`config.mk`:
```
export PLATFORM = sky130hd
export DESIGN_NAME = substring_first_match
export DESIGN_NICKNAME = d
export VERILOG_FILES = /design/src/rtl/core/ssm_pkg.sv /design/src/rtl/core/substring_first_match.sv /design/src/rtl/core/ssm_pattern.sv /design/src/rtl/core/ssm_text.sv
export SDC_FILE = /design/constraint.sdc
export NUM_CORES = 1
export LEC_CHECK = 0
export BUFFER_PORTS_ARGS = -buffer_cell sky130_fd_sc_hd__buf_2
export CAP_MARGIN = 15
export CORE_MARGIN = 5
export CORE_UTILIZATION = 62
export CTS_BUF_LIST = sky130_fd_sc_hd__clkbuf_16
export CTS_CLUSTER_DIAMETER = 40
export CTS_CLUSTER_SIZE = 8
export DETAILED_ROUTE_END_ITERATION = 7
export HOLD_SLACK_MARGIN = 0.08
export PLACE_DENSITY = 0.91
export SETUP_SLACK_MARGIN = 0.5
export SYNTH_ARGS = -nofsm -noshare
export SYNTH_HDL_FRONTEND = slang
export SYNTH_SLANG_ARGS = --single-unit
```
`constraint.sdc`:
```
create_clock -name clk -period 11.3 [get_ports clk]
set_input_delay 1.695 -clock clk [delete_from_list [all_inputs] [get_ports clk]]
set_output_delay 1.695 -clock clk [all_outputs]
set_load 0.01 [all_outputs]
```
`src/rtl/core/ssm_pkg.sv`:
```
// ----------------------------------------------------------------------------
// ssm_pkg
// Shared types and constants for the first-match substring search block.
// ----------------------------------------------------------------------------
package ssm_pkg;

    localparam int POS_W  = 7;
    localparam int BYTE_W = 8;

    localparam logic KIND_PATTERN = 1'b0;
    localparam logic KIND_TEXT    = 1'b1;

    typedef struct packed {
        logic              kind;
        logic [BYTE_W-1:0] byte_value;
        logic              last;
    } item_t;

    typedef struct packed {
        logic             found;
        logic [POS_W-1:0] position;
        logic             overflow;
    } result_t;

endpackage

```
`src/rtl/core/substring_first_match.sv`:
```
// ----------------------------------------------------------------------------
// substring_first_match
// First-occurrence substring search over a stream of pattern and text bytes.
// ----------------------------------------------------------------------------
// Load the pattern as kind-0 transactions, the one with last set ending it;
// then stream the text as kind-1 transactions. The text transaction with last
// set yields one result: found, the zero-based start of the first match, and
// overflow when the pattern passed PATTERN_MAX bytes or a text passed TEXT_MAX
// bytes since the pattern began. The block takes one transaction per cycle;
// each passes an input register, a combinational parallel window compare
// against the stored pattern, and a result register. A stalled result holds
// the input register, and with it the input side, until the result is taken.
// The pattern is kept across texts.
module substring_first_match
    import ssm_pkg::*;
#(
    parameter int TEXT_MAX    = 127,
    parameter int PATTERN_MAX = 16
)
(
    input  logic    clk,
    input  logic    rst_n,
    input  logic    item_valid,
    output logic    item_stall,
    input  item_t   item,
    output logic    result_valid,
    input  logic    result_stall,
    output result_t result
);

    localparam int PLEN_W = $clog2(PATTERN_MAX + 1);

    logic    s1_valid_reg, s1_valid_next;
    item_t   s1_item_reg;
    logic    res_valid_reg, res_valid_next;
    result_t res_reg;
    logic    accept;
    logic    go;
    logic    produce;

    logic [BYTE_W-1:0] pat_bytes [PATTERN_MAX];
    logic [PLEN_W-1:0] pat_len;
    logic              pat_done;
    logic              pat_ovf;
    logic              ovf_set;
    logic              found;
    logic [POS_W-1:0]  position;

    // Advance the held transaction when the result register is free or draining.
    assign go         = s1_valid_reg && (!res_valid_reg || !result_stall);
    assign item_stall = s1_valid_reg && !go;
    assign accept     = item_valid && !item_stall;
    assign produce    = go && (s1_item_reg.kind == KIND_TEXT) && s1_item_reg.last;

    ssm_pattern #(
        .PATTERN_MAX (PATTERN_MAX)
    ) u_pattern (
        .clk        (clk),
        .rst_n      (rst_n),
        .load       (go && (s1_item_reg.kind == KIND_PATTERN)),
        .byte_value (s1_item_reg.byte_value),
        .last       (s1_item_reg.last),
        .ovf_set    (ovf_set),
        .pat_bytes  (pat_bytes),
        .pat_len    (pat_len),
        .pat_done   (pat_done),
        .ovf        (pat_ovf)
    );

    ssm_text #(
        .TEXT_MAX    (TEXT_MAX),
        .PATTERN_MAX (PATTERN_MAX)
    ) u_text (
        .clk        (clk),
        .rst_n      (rst_n),
        .step       (go && (s1_item_reg.kind == KIND_TEXT)),
        .byte_value (s1_item_reg.byte_value),
        .last       (s1_item_reg.last),
        .pat_bytes  (pat_bytes),
        .pat_len    (pat_len),
        .pat_done   (pat_done),
        .found      (found),
        .position   (position),
        .ovf_set    (ovf_set)
    );

    always_comb
    begin
        s1_valid_next = s1_valid_reg;
        if (accept)
        begin
            s1_valid_next = 1'b1;
        end
        else if (go)
        begin
            s1_valid_next = 1'b0;
        end

        res_valid_next = res_valid_reg;
        if (produce)
        begin
            res_valid_next = 1'b1;
        end
        else if (res_valid_reg && !result_stall)
        begin
            res_valid_next = 1'b0;
        end
    end

    always_ff @(posedge clk or negedge rst_n)
    begin
        if (!rst_n)
        begin
            s1_valid_reg  <= 1'b0;
            res_valid_reg <= 1'b0;
        end
        else
        begin
            s1_valid_reg  <= s1_valid_next;
            res_valid_reg <= res_valid_next;
        end
    end

    always_ff @(posedge clk)
    begin
        if (accept)
        begin
            s1_item_reg <= item;
        end
        if (produce)
        begin
            res_reg.found    <= found;
            res_reg.position <= position;
            res_reg.overflow <= pat_ovf || ovf_set;
        end
    end

    assign result_valid = res_valid_reg;
    assign result       = res_reg;

endmodule

```
`src/rtl/core/ssm_pattern.sv`:
```
// ----------------------------------------------------------------------------
// ssm_pattern
// Pattern store, pattern length, completion flag and sticky overflow flag.
// The store is a shift line: the newest pattern byte sits at index 0, so the
// pattern lines up with the text window index for index.
// ----------------------------------------------------------------------------
module ssm_pattern
    import ssm_pkg::*;
#(
    parameter int PATTERN_MAX = 16,
    localparam int PLEN_W = $clog2(PATTERN_MAX + 1)
)
(
    input  logic              clk,
    input  logic              rst_n,
    input  logic              load,
    input  logic [BYTE_W-1:0] byte_value,
    input  logic              last,
    input  logic              ovf_set,
    output logic [BYTE_W-1:0] pat_bytes [PATTERN_MAX],
    output logic [PLEN_W-1:0] pat_len,
    output logic              pat_done,
    output logic              ovf
);

    logic [BYTE_W-1:0] pat_reg [PATTERN_MAX];
    logic [PLEN_W-1:0] len_reg, len_next;
    logic              done_reg, done_next;
    logic              ovf_reg, ovf_next;
    logic [PLEN_W-1:0] eff_len;
    logic              full;

    // A pattern byte after a finished pattern starts a new one.
    assign eff_len = done_reg ? '0 : len_reg;
    assign full    = (eff_len == PLEN_W'(PATTERN_MAX));

    always_comb
    begin
        len_next  = len_reg;
        done_next = done_reg;
        ovf_next  = ovf_reg | ovf_set;
        if (load)
        begin
            len_next  = full ? eff_len : eff_len + 1'b1;
            done_next = last;
            ovf_next  = (done_reg ? 1'b0 : ovf_reg) | full;
        end
    end

    always_ff @(posedge clk or negedge rst_n)
    begin
        if (!rst_n)
        begin
            len_reg  <= '0;
            done_reg <= 1'b0;
            ovf_reg  <= 1'b0;
        end
        else
        begin
            len_reg  <= len_next;
            done_reg <= done_next;
            ovf_reg  <= ovf_next;
        end
    end

    // Drop bytes once the store is full.
    always_ff @(posedge clk)
    begin
        if (load && !full)
        begin
            pat_reg[0] <= byte_value;
            for (int i = 1; i < PATTERN_MAX; i++)
            begin
                pat_reg[i] <= pat_reg[i-1];
            end
        end
    end

    assign pat_bytes = pat_reg;
    assign pat_len   = len_reg;
    assign pat_done  = done_reg;
    assign ovf       = ovf_reg;

endmodule

```
`src/rtl/core/ssm_text.sv`:
```
// ----------------------------------------------------------------------------
// ssm_text
// Text window, text count and first-match record. Compares the shifted window
// against the pattern in parallel for every text byte.
// ----------------------------------------------------------------------------
module ssm_text
    import ssm_pkg::*;
#(
    parameter int TEXT_MAX    = 127,
    parameter int PATTERN_MAX = 16,
    localparam int PLEN_W = $clog2(PATTERN_MAX + 1)
)
(
    input  logic              clk,
    input  logic              rst_n,
    input  logic              step,
    input  logic [BYTE_W-1:0] byte_value,
    input  logic              last,
    input  logic [BYTE_W-1:0] pat_bytes [PATTERN_MAX],
    input  logic [PLEN_W-1:0] pat_len,
    input  logic              pat_done,
    output logic              found,
    output logic [POS_W-1:0]  position,
    output logic              ovf_set
);

    localparam int CNT_W = $clog2(TEXT_MAX + 1);
    localparam int SUM_W = (CNT_W > PLEN_W) ? CNT_W : PLEN_W;

    logic [BYTE_W-1:0] win_reg [PATTERN_MAX];
    logic [BYTE_W-1:0] win_new [PATTERN_MAX];
    logic [CNT_W-1:0]  cnt_reg, cnt_next;
    logic              seen_reg, seen_next;
    logic [CNT_W-1:0]  start_reg, start_next;
    logic [CNT_W-1:0]  cnt_inc;
    logic [CNT_W-1:0]  start_now;
    logic [PATTERN_MAX-1:0] hit;
    logic              room;
    logic              match_now;

    assign room    = (cnt_reg < CNT_W'(TEXT_MAX));
    assign cnt_inc = cnt_reg + 1'b1;
    assign ovf_set = step && !room;

    always_comb
    begin
        win_new[0] = byte_value;
        for (int i = 1; i < PATTERN_MAX; i++)
        begin
            win_new[i] = win_reg[i-1];
        end
    end

    // Positions beyond the pattern length always agree.
    always_comb
    begin
        for (int j = 0; j < PATTERN_MAX; j++)
        begin
            hit[j] = (PLEN_W'(j) >= pat_len) || (pat_bytes[j] == win_new[j]);
        end
    end

    assign match_now = room && !seen_reg && pat_done && (pat_len != '0)
                       && (SUM_W'(cnt_inc) >= SUM_W'(pat_len)) && (&hit);
    assign start_now = CNT_W'(SUM_W'(cnt_inc) - SUM_W'(pat_len));

    assign found    = seen_reg || match_now;
    assign position = seen_reg  ? POS_W'(start_reg) :
                      match_now ? POS_W'(start_now) : '0;

    always_comb
    begin
        cnt_next   = cnt_reg;
        seen_next  = seen_reg;
        start_next = start_reg;
        if (step)
        begin
            if (last)
            begin
                cnt_next   = '0;
                seen_next  = 1'b0;
                start_next = '0;
            end
            else if (room)
            begin
                cnt_next = cnt_inc;
                if (match_now)
                begin
                    seen_next  = 1'b1;
                    start_next = start_now;
                end
            end
        end
    end

    always_ff @(posedge clk or negedge rst_n)
    begin
        if (!rst_n)
        begin
            cnt_reg   <= '0;
            seen_reg  <= 1'b0;
            start_reg <= '0;
        end
        else
        begin
            cnt_reg   <= cnt_next;
            seen_reg  <= seen_next;
            start_reg <= start_next;
        end
    end

    // Window entries past the text count are never compared.
    always_ff @(posedge clk)
    begin
        if (step && room)
        begin
            win_reg <= win_new;
        end
    end

endmodule

```
==> reports/metrics.yaml <==
status: "finished clean"
hold_depth: 0
yosys.area_share.simple_pct: 6.50
num_rows: 49
met2WireLength_mm: 11.4
peakVddDrop_mv: 0.184
clkPwrFrac_pct: 42.3
synthTopCellsByArea: "edfxtp_1, xor2_1, dfrtp_1, xnor2_1, nor4_1"
worst_slack_ns: 7.37
wire_per_inst_um: 21.6
arrival_ns: 4.06
yosysSeqAreaShare_pct: 76.5
cts_buffers: 44
cp_max_fo: 78
post-dp-hpwl_mm: 13.0
hold_viol_final: 0
yosysMostFrequentCell: "edfxtp_1"
clk_path_buf_depth: 3
io_buffers: 24
cts_hold_buf: 0
grt_pass1_vias: 6334
grt_remaining_overflow: 0
synth_edf_count: 267
routed_wl_mm: 20.9
post_cts_buffers: 0
synth-seq-cells: 291
setup_tns_ns: 0
yosys_warnings: 0
start_util_pct: 62.9
whs_ns: 0.463
yosysUniqueCellTypes: 55
synth_fa_ha_area_share_pct: 1.07
worst_clock_skew_ns: 0.0159
wl_met1_mm: 7.52
p_sw_mw: 0.676
ctsResizeCount: 0
syn-num-nets: 688
place_area_um2: 11700
grt_setup_unrepaired: "no"
remaining_drc_errors: 0
max_freq_ghz: 0.255
end_kind: "flop"
crit_chain: "buf_2 > nand2_1 > and3_1 > o21ai_0 > inv_4 > buf_4"
cts_root_buf: "clkbuf_16"
path_clk_slew_ns: 0.05
drtPass1Iterations: 6
area_growth_syn_to_layout_pct: 14.9
grt_max_degree: 80
total_power_mw: 2.79
min_period_ns: 3.93
muxShareOfSynthArea_pct: 0.644
cts_tree: "done"
cts.htree.levels: 2
fp.dieH_um: 145
io_pins: 25
synth_top_area_cell: "edfxtp_1"
synth.top_cells.by_count: "edfxtp_1, xor2_1, nand2_1, xnor2_1"
met3_wirelength_mm: 1.28
yosys_most_used_dff: "edfxtp_1"
cp_slowest_cell: "buf_4"
synth_top_area_share_pct: 71.2
ant_nets: 0
final-setup-viol-count: 0
min_path_type: "reg2reg"
synthCells: 665
clock_latency_ns: 0.53
cp.required_ns: 11.44
reg2regPathDepth: 7
core_area_um2: 17900
drt-vias-per-instance: 6.02
switching_share_pct: 24.3
post-route-util_pct: 72.3
instances_no_fill: 970
relSlewSlack_pct: 26.2
grt_pass1_wl_mm: 32.9
die_area_um2: 21000
largest_register_ffs: 128
synth-xor-area-share_pct: 10.5
combinationalPowerShare_pct: 10.0
slew_viol_final: 0
grtUsageTotal_pct: 20.7
antenna_found_initial: 0
fin_nets: 754
worstMarginPinSlew_ns: 1.10
gp_congestion: 0.930
crit_path_max_incr_delay_ns: 0.88
synth_top_family_by_area: "XOR/XNOR gates"
syn_area_um2: 11300
synth_compound_area_share_pct: 3.86
seqPwrFrac_pct: 47.7
dp_slack_ns: 6.92
die_w_um: 145
path_class: "in2reg"
fin_crit_sh_pct: 34.7
fin_area_um2: 12900
p_int_mw: 2.11
worst-path-stages: 6
avgSynthCellArea_um2: 16.9
startpoint_type: "input pin"
cp_top_family: "buffers and inverters"
drive_above_1_share_pct: 12.3
synthArstFlopShare_pct: 8.25
vias: 5843
drt_iter0_drc: 585
diodes: 0
p_leak_nw: 4.59
power_density_nw_per_um2: 215
highest_layer: "met4"
cap_violations: 0
cts_sinks: 291
crit_buf_inv: 3
dp_cells: 914
per-layer routing:
metal	vias to the layer above	global-route usage (%)
li1	2640	-
met4	0	8.00
met3	61	4.14
met1	2891	23.8
met5	-	0
met2	251	38.1
final cells by class:
| class | count | area, um2 |
|---|---|---|
| clock buffer | 45 | 1130 |
| sequential | 291 | 8620 |
| clock inverter | 11 | 135 |
| inverter | 18 | 70.1 |
| timing repair buffer | 27 | 143 |
| fill | 1056 | 4960 |
| multi-input combinational | 349 | 2560 |
| tap | 229 | 287 |
worst paths after layout:
kind,from,endpoint,slack (ns)
worst max register to register,u_text.win_new[91]$_DFFE_PP_,u_text.start_reg[5]$_DFFE_PN0P_,8.23
min in group asynchronous,rst_n,u_text.seen_reg$_DFFE_PN0P_,1.16
max in group asynchronous,rst_n,u_text.cnt_reg[6]$_DFFE_PN0P_,9.77
worst min register to register,u_text.win_new[75]$_DFFE_PP_,u_text.win_new[67]$_DFFE_PP_,0.46
worst max-delay path,result_stall,u_text.win_new[112]$_DFFE_PP_,7.37
worst min-delay path,u_text.win_new[75]$_DFFE_PP_,u_text.win_new[67]$_DFFE_PP_,0.46
cells in the final DEF (no fill, tap or decap), drive strengths merged, types with 2 or more instances in the layout:
| master | netlist | layout |
|---|---|---|
| mux2i | 5 | 5 |
| edfxtp | 267 | 267 |
| nand2b | 5 | 5 |
| and3 | 3 | 3 |
| bufinv | 0 | 2 |
| clkbuf | 3 | 45 |
| o2111ai | 2 | 2 |
| a22oi | 4 | 4 |
| o21ai | 21 | 21 |
| nor4 | 25 | 25 |
| a22o | 4 | 4 |
| ha | 8 | 8 |
| nand2 | 37 | 37 |
| o21a | 3 | 3 |
| o31ai | 4 | 4 |
| a21o | 2 | 2 |
| clkinv | 0 | 2 |
| inv | 18 | 24 |
| dfrtp | 24 | 24 |
| or4b | 2 | 2 |
| nand3 | 15 | 15 |
| nor2 | 11 | 11 |
| a21oi | 12 | 12 |
| nor3 | 6 | 6 |
| mux2 | 2 | 2 |
| buf | 4 | 27 |
| xnor2 | 35 | 35 |
| nand4 | 13 | 13 |
| or2 | 3 | 3 |
| or4 | 2 | 2 |
| nor2b | 3 | 3 |
| xor2 | 100 | 100 |
| o211ai | 4 | 4 |
kinds of logic (layout without fill, tap and decap cells):
family	after synthesis	after routing
muxes	7	7
xor gates and xnor gates	135	135
DFF	291	291
AOI/OAI and AO/OA	66	66
buffers and inverters	25	101
and+or+nand+nor	132	132
adders and majority gates	9	9
power groups by stage:
stage | Clock, mW | Combinational [mW] | Sequential, mW
floorplan | 0 | 0.201 | 1.32
global placement | 0 | 0.251 | 1.33
detailed placement | 0 | 0.264 | 1.34
CTS | 1.20 | 0.272 | 1.33
global route | 1.25 | 0.303 | 1.33
finish | 1.18 | 0.278 | 1.33
(Power assumes the default switching activity.)
